==> src/hdl/crcrd_pkg.sv <==
package crcrd_pkg;

    localparam int RecBytes  = 16;
    localparam int BodyBytes = 12;
    localparam int PosW      = 4;

    localparam logic [15:0] CRC_INIT = 16'hFFFF;
    localparam logic [15:0] CRC_POLY = 16'hA001;
    localparam logic [7:0]  MARK_0   = 8'hA5;
    localparam logic [7:0]  MARK_1   = 8'h5A;

    // Byte positions inside a record that have their own meaning.
    localparam logic [PosW-1:0] POS_CRC_LO = 4'd12;
    localparam logic [PosW-1:0] POS_CRC_HI = 4'd13;
    localparam logic [PosW-1:0] POS_MARK_0 = 4'd14;
    localparam logic [PosW-1:0] POS_MARK_1 = 4'd15;

    typedef logic [PosW-1:0] pos_t;

    // One byte as it waits in the input register.
    typedef struct packed {
        logic [7:0] data_byte;
        logic       record_start;
    } in_item_t;

    // Decoded record as it leaves the block.
    typedef struct packed {
        logic        [31:0] time_ms;
        logic        [7:0]  kind;
        logic        [7:0]  flags;
        logic signed [15:0] param_a;
        logic        [15:0] param_b;
        logic        [15:0] param_c;
        logic               valid_res;
    } rec_t;

    // CRC-16/MODBUS update by one byte, reflected form, LSB first.
    function automatic logic [15:0] crc_byte(input logic [15:0] crc, input logic [7:0] b);
        logic [15:0] c;
        c = crc ^ {8'h00, b};
        for (int i = 0; i < 8; i++) begin
            c = c[0] ? ((c >> 1) ^ CRC_POLY) : (c >> 1);
        end
        return c;
    endfunction

endpackage

==> src/hdl/crcrd_in_stage.sv <==
module crcrd_in_stage (
    input  logic                aclk,
    input  logic                aresetn,
    input  logic                s_valid,
    output logic                s_ready,
    input  crcrd_pkg::in_item_t s_item,
    input  logic                advance,
    output logic                item_valid,
    output crcrd_pkg::in_item_t item
);
    import crcrd_pkg::*;

    logic     valid_reg;
    logic     valid_next;
    in_item_t item_reg;

    // The register can take a new byte when it is empty or is emptied this cycle.
    assign s_ready = !valid_reg || advance;

    always_comb begin
        valid_next = valid_reg;
        if (s_ready) begin
            valid_next = s_valid;
        end
    end

    always_ff @(posedge aclk) begin
        if (!aresetn) begin
            valid_reg <= 1'b0;
        end else begin
            valid_reg <= valid_next;
        end
    end

    always_ff @(posedge aclk) begin
        if (s_valid && s_ready) begin
            item_reg <= s_item;
        end
    end

    assign item_valid = valid_reg;
    assign item       = item_reg;

endmodule

==> src/hdl/crcrd_check.sv <==
module crcrd_check (
    input  logic                aclk,
    input  logic                aresetn,
    input  logic                en,
    input  crcrd_pkg::in_item_t item,
    output logic                emit,
    output crcrd_pkg::rec_t     rec
);
    import crcrd_pkg::*;

    pos_t        pos_reg;
    logic [15:0] crc_reg;
    logic [15:0] rx_crc_reg;
    logic        magic_ok_reg;
    logic [7:0]  body_reg [BodyBytes];

    pos_t        pos;
    logic        in_body;
    logic [15:0] crc_next;
    logic        ok;

    // A start mark forces position zero; otherwise the position just counts.
    assign pos     = item.record_start ? '0 : pos_reg;
    assign in_body = (pos < pos_t'(BodyBytes));
    assign crc_next = crc_byte((pos == '0) ? CRC_INIT : crc_reg, item.data_byte);
    assign emit    = (pos == POS_MARK_1);

    assign ok = magic_ok_reg && (item.data_byte == MARK_1) && (rx_crc_reg == crc_reg);

    always_comb begin
        rec = '0;
        if (ok) begin
            rec.time_ms   = {body_reg[3], body_reg[2], body_reg[1], body_reg[0]};
            rec.kind      = body_reg[4];
            rec.flags     = body_reg[5];
            rec.param_a   = {body_reg[7], body_reg[6]};
            rec.param_b   = {body_reg[9], body_reg[8]};
            rec.param_c   = {body_reg[11], body_reg[10]};
            rec.valid_res = 1'b1;
        end
    end

    always_ff @(posedge aclk) begin
        if (!aresetn) begin
            pos_reg      <= '0;
            crc_reg      <= CRC_INIT;
            rx_crc_reg   <= '0;
            magic_ok_reg <= 1'b0;
        end else if (en) begin
            pos_reg <= pos + pos_t'(1);
            if (in_body) begin
                crc_reg <= crc_next;
            end
            if (pos == POS_CRC_LO) begin
                rx_crc_reg[7:0] <= item.data_byte;
            end
            if (pos == POS_CRC_HI) begin
                rx_crc_reg[15:8] <= item.data_byte;
            end
            if (pos == POS_MARK_0) begin
                magic_ok_reg <= (item.data_byte == MARK_0);
            end
        end
    end

    always_ff @(posedge aclk) begin
        for (int i = 0; i < BodyBytes; i++) begin
            if (en && (pos == pos_t'(i))) begin
                body_reg[i] <= item.data_byte;
            end
        end
    end

endmodule

==> src/hdl/crc_checked_record_decoder.sv <==
// Journal record checker for a byte stream of 16-byte records.
// Bytes enter on the s_ channel, one transfer per byte, with s_record_start
// marking byte 0 of a record; without a mark the position simply counts and
// wraps, so back-to-back records need no mark. A mark in mid-record drops the
// partial record silently.
// On byte 15 of each record one transfer leaves on the m_ channel with the
// decoded fields and m_valid_res. m_valid_res is high only when bytes 14-15
// hold the marker 0xA5, 0x5A and bytes 12-13 hold the CRC-16/MODBUS of bytes
// 0-11; for a bad record all field ports read zero.
// Byte 15 passes the input register and then the result register, which
// raises m_valid; a full, undrained result register holds it back. One
// byte is taken every cycle while the result register is free or drained;
// the CRC byte update is combinational from the input register to crc_reg.
// Reset (aresetn low, synchronous) empties both registers, sets the byte
// position to zero and the CRC to 0xFFFF.
// When the receiver holds m_ready low, the result register keeps its record,
// the input register fills, and s_ready falls until m_ready returns; nothing
// is lost or repeated.
module crc_checked_record_decoder (
    input  logic               aclk,
    input  logic               aresetn,
    input  logic               s_valid,
    output logic               s_ready,
    input  logic        [7:0]  s_data_byte,
    input  logic               s_record_start,
    output logic               m_valid,
    input  logic               m_ready,
    output logic        [31:0] m_time_ms,
    output logic        [7:0]  m_kind,
    output logic        [7:0]  m_flags,
    output logic signed [15:0] m_param_a,
    output logic        [15:0] m_param_b,
    output logic        [15:0] m_param_c,
    output logic               m_valid_res
);
    import crcrd_pkg::*;

    in_item_t s_item;
    in_item_t item;
    logic     item_valid;
    logic     advance;
    logic     emit;
    rec_t     rec;

    logic     m_valid_reg;
    logic     m_valid_next;
    rec_t     rec_reg;

    assign s_item.data_byte    = s_data_byte;
    assign s_item.record_start = s_record_start;

    // A held byte moves on whenever the result register is free or being
    // drained; bytes that produce no result move on under the same rule.
    assign advance = item_valid && (!m_valid_reg || m_ready);

    crcrd_in_stage u_in (
        .aclk       (aclk),
        .aresetn    (aresetn),
        .s_valid    (s_valid),
        .s_ready    (s_ready),
        .s_item     (s_item),
        .advance    (advance),
        .item_valid (item_valid),
        .item       (item)
    );

    crcrd_check u_check (
        .aclk    (aclk),
        .aresetn (aresetn),
        .en      (advance),
        .item    (item),
        .emit    (emit),
        .rec     (rec)
    );

    always_comb begin
        m_valid_next = m_valid_reg;
        if (advance) begin
            m_valid_next = emit;
        end else if (m_ready) begin
            m_valid_next = 1'b0;
        end
    end

    always_ff @(posedge aclk) begin
        if (!aresetn) begin
            m_valid_reg <= 1'b0;
        end else begin
            m_valid_reg <= m_valid_next;
        end
    end

    // The result is only loaded on the byte that completes a record.
    always_ff @(posedge aclk) begin
        if (advance && emit) begin
            rec_reg <= rec;
        end
    end

    assign m_valid     = m_valid_reg;
    assign m_time_ms   = rec_reg.time_ms;
    assign m_kind      = rec_reg.kind;
    assign m_flags     = rec_reg.flags;
    assign m_param_a   = rec_reg.param_a;
    assign m_param_b   = rec_reg.param_b;
    assign m_param_c   = rec_reg.param_c;
    assign m_valid_res = rec_reg.valid_res;

endmodule

==> config.mk <==
export PLATFORM = sky130hd
export DESIGN_NAME = crc_checked_record_decoder
export DESIGN_NICKNAME = d
export VERILOG_FILES = /design/src/hdl/crcrd_pkg.sv /design/src/hdl/crcrd_in_stage.sv /design/src/hdl/crcrd_check.sv /design/src/hdl/crc_checked_record_decoder.sv
export SDC_FILE = /design/constraint.sdc
export NUM_CORES = 1
export LEC_CHECK = 0
export BUFFER_PORTS_ARGS = -buffer_cell sky130_fd_sc_hd__buf_2
export CAP_MARGIN = 20
export CELL_PAD_IN_SITES_DETAIL_PLACEMENT = 1
export CELL_PAD_IN_SITES_GLOBAL_PLACEMENT = 2
export CORE_MARGIN = 3
export CORE_UTILIZATION = 40
export CTS_CLUSTER_DIAMETER = 100
export DETAILED_ROUTE_END_ITERATION = 10
export PLACE_DENSITY = 0.77
export SETUP_SLACK_MARGIN = 0.02
export SYNTH_ARGS = -nofsm -noshare
export SYNTH_HDL_FRONTEND = slang
export SYNTH_SLANG_ARGS = --single-unit
export TNS_END_PERCENT = 5
==> constraint.sdc <==
create_clock -name aclk -period 4.2 [get_ports aclk]
set_input_delay 0.42 -clock aclk [delete_from_list [all_inputs] [get_ports aclk]]
set_output_delay 0.42 -clock aclk [all_outputs]
set_load 0.01 [all_outputs]
==> results.md <==
- **ports placed on the boundary** 112
- **number of antenna violations at the first check in global routing** 0
- **DRC Markers** 0
- **Synth top area share** 67.7%
- **Crit path buffers/inverters** 1
- **share of total power in the clock network** 42.3%
- **# port buffers** 111
- **Net Switching** 0.00102 W
- **arrival time reported for the critical path endpoint** 3.10 ns
- **num rows** 54
- **RePlAce Congestion** 0.778
- **leading cell type by number of instances after synthesis** sky130_fd_sc_hd__edfxtp_1
- **critical path capture point type** register
- **Post-synth ARST share** 0%
- **area of the die** 24,200 µm²
- **dominant cell type by area after synthesis** sky130_fd_sc_hd__edfxtp_1
- **placed cell areas** 9820 µm²
- **vias** 4,891
- **Area growth syn-to-layout** 18.5%
- **H-Tree Level Count** 1
- **Antenna Violating Nets Remaining** 0
- **Root Buffer** sky130_fd_sc_hd__clkbuf_16
- **warning count from the yosys run** 0
- **count of antenna diodes in the layout** 0
- **Worst path top cell family by delay** XOR/XNOR gates
- **maximum clock insertion buffer count** 3
- **synthesized area per cell** 15.4 µm²
- **most instantiated flip-flop cell in the synthesis netlist** sky130_fd_sc_hd__edfxtp_1
- **core area** 21,900 µm²
- **drt via density** 4.88
- **Post-Syn Area** 8960 µm²
- **vias in the first global route** 5,139
- **number of fillers in the final layout** 2,199
- **reported max-cap violation count** 0
- **CP startpoint kind** register
- **Critical Path RT** 4.62 ns
- **min Tclk post-route** 2.69 ns
- **final max-slew violation count** 0
- **Routed wire per std cell** 19.2 µm
- **post-DP HPWL** 12.4 mm
- **final core occ** 48.5%
- **master of the slowest instance on the critical path** sky130_fd_sc_hd__edfxtp_1
- **clock tree from TritonCTS** done
- **fraction of the yosys area taken by sequential cells** 76.4%
- **peak per-stage delay on the critical path** 0.51 ns
- **relative max-transition margin** 42.2%
- **clock transition at the register clock pins on the worst setup and hold paths after CTS** 0.06 ns
- **share of power burned in combinational logic** 3.8%
- **critical setup path kind** reg2reg
- **later-pin clock latency in the skew report** 0.53 ns
- **hold bufs inserted after CTS** 0
- **switching share of power** 20.8%
- **count of buffers added by post-CTS timing repair for setup** 0
- **Layout Cell Area excl Fill** 10,600 µm²
- **final setup fails** 0
- **Post-synth EDFFs** 202
- **flip-flop count of the largest register, all copies and words added** 96
- **worst vdd ir** 0.000253 V
- **Static Leakage** 4.17 nW
- **share of the clock period used by the worst path after layout** 63.9%
- **most frequent cell on the critical path** sky130_fd_sc_hd__xnor2_2
- **Synthesized Nets** 598
- **top cell types by occurrence after synthesis** sky130_fd_sc_hd__edfxtp_1, sky130_fd_sc_hd__and2_1, sky130_fd_sc_hd__nand2_1
- **status** finished, final reports clean
- **DRT Pass-1 Iters** 4
- **first-pass GRT wire length** 29.9 mm
- **total negative slack for setup checks** 0 ns
- **number of storage elements in the synthesis netlist** 241
- **maximum number of pins on one net before global-route repair** 98
- **count of instances resized after the clock tree is built** 0
- **number of clock buffers inserted by TritonCTS** 25
- **Post-Route Skew** 0.0131 ns
- **Tightest Hold Check Type** in2reg
- **overall fraction of global-route tracks in use** 15.9%
- **cell-internal power** 0.00388 W
- **wirelength, routed** 19.2 mm
- **critical-path maximum fanout** 15
- **cell breakdown of the critical path** nor2b_1 > inv_1 > ha_1 > a21oi_1 > xnor2_2 > xnor2_2 > xnor2_2 > nor2_1 > a211oi_1
- **Initial DRC Count** 237
- **share of final-layout standard cells stronger than drive strength 1** 22.4%
- **synth unique cells** 39
- **grt total ovfl** 0
- **power per standard cell area** 461 nW/µm²
- **post-synthesis cell count** 581
- **starting density of the core** 40.9%
- **setup repair after global routing missed its margin** false
- **Total Nets Final** 721
- **clock sink count** 241
- **endpoints failing hold** 0
- **biggest area contributors in the synthesized netlist** sky130_fd_sc_hd__edfxtp_1, sky130_fd_sc_hd__dfxtp_1, sky130_fd_sc_hd__and2_1, sky130_fd_sc_hd__xnor2_1, sky130_fd_sc_hd__nand2_1
- **actual slew at the worst max-slew pin** 0.866 ns
- **DIE WIDTH** 156 µm
- **Achievable Freq** 372 MHz
- **vertical die dimension** 156 µm
- **relative contribution of sequential cells to total power** 53.9%
-- layer usage --
| layer | routed length [µm] | GRT usage [%] | vias to the layer above |
|---|---|---|---|
| li1 | - | - | 2306 |
| met1 | 8390 | 21.6 | 2420 |
| met2 | 9420 | 26.9 | 132 |
| met3 | 1050 | 2.80 | 33 |
| met4 | 380 | 3.71 | 0 |
| met5 | 0 | 0 | - |
-- placed cells by master (no fill, tap or decap), types with 7 or more instances in the layout --
cell type / instances
sky130_fd_sc_hd__nand2_1: 47
sky130_fd_sc_hd__and2_1: 100
sky130_fd_sc_hd__clkbuf_1: 8
sky130_fd_sc_hd__dfxtp_1: 39
sky130_fd_sc_hd__buf_4: 9
sky130_fd_sc_hd__buf_2: 111
sky130_fd_sc_hd__nor2_1: 28
sky130_fd_sc_hd__xor2_1: 7
sky130_fd_sc_hd__clkbuf_16: 25
sky130_fd_sc_hd__xnor2_1: 34
sky130_fd_sc_hd__o211ai_1: 9
sky130_fd_sc_hd__nand3_1: 19
sky130_fd_sc_hd__a21boi_0: 18
sky130_fd_sc_hd__edfxtp_1: 202
-- final timing paths --
path,end,slack [ns],depth (start not counted),start
setup / recovery,u_check.crc_reg[0],1.51,9,u_in.item[0]
hold / removal,u_in.item[2],0.07,1,s_data_byte[1]
setup reg to reg,u_check.crc_reg[0],1.51,9,u_in.item[0]
hold reg to reg,u_check.rx_crc_reg[15],0.48,2,u_check.rx_crc_reg[15]
-- logic make-up after synthesis --
kind of cell | share of synthesized area, %
adder cells (fa/ha/maj) | 0.559
buffers and inverters | 1.49
AO/OA/AOI/OAI | 3.77
AND/OR/NAND/NOR | 13.0
XOR/XNOR | 4.73
flip-flops | 76.4
-- per-stage QoR --
stage	hold slack, ns	setup slack (ns)	total power [W]	cells
after floorplan	0.455	0.621	0.00281	581
after global routing	0.0608	1.23	0.00508	1003
after detailed placement	0.474	1.51	0.00288	956
after global placement	0.465	1.60	0.00287	956
after CTS	0.0598	1.47	0.00495	1002
final	0.0750	1.51	0.00490	1003
-- worst reg2reg max path: stages, from the launching register on --
cell and delay (ns):
sky130_fd_sc_hd__edfxtp_1 0.51, sky130_fd_sc_hd__nor2b_1 0.30, sky130_fd_sc_hd__inv_1 0.11, sky130_fd_sc_hd__ha_1 0.42, sky130_fd_sc_hd__a21oi_1 0.32, sky130_fd_sc_hd__xnor2_2 0.18, sky130_fd_sc_hd__xnor2_2 0.13, sky130_fd_sc_hd__xnor2_2 0.27
sky130_fd_sc_hd__nor2_1 0.08, sky130_fd_sc_hd__a211oi_1 0.25
-- power by group through the flow --
stage	combinational, W	clock, W	sequential [W]
after global routing	0.000204	0.00223	0.00264
final	0.000185	0.00207	0.00264
after CTS	0.000188	0.00212	0.00264
after floorplan	0.000119	0	0.00269
after global placement	0.000181	0	0.00269
after detailed placement	0.000186	0	0.00269
-- area by class of cell --
type / instances / area, µm² / share of cell area, %
Sequential cell: 241 / 6850 / 64.5
Clock buffer: 35 / 683 / 6.44
Clock inverter: 11 / 88.8 / 0.837
Timing Repair Buffer: 121 / 651 / 6.13
Inverter: 4 / 16.3 / 0.153
Multi-Input combinational cell: 311 / 1980 / 18.6
Tap cell: 280 / 350 / 3.30
No activity file was read; power rests on OpenSTA's default activity.
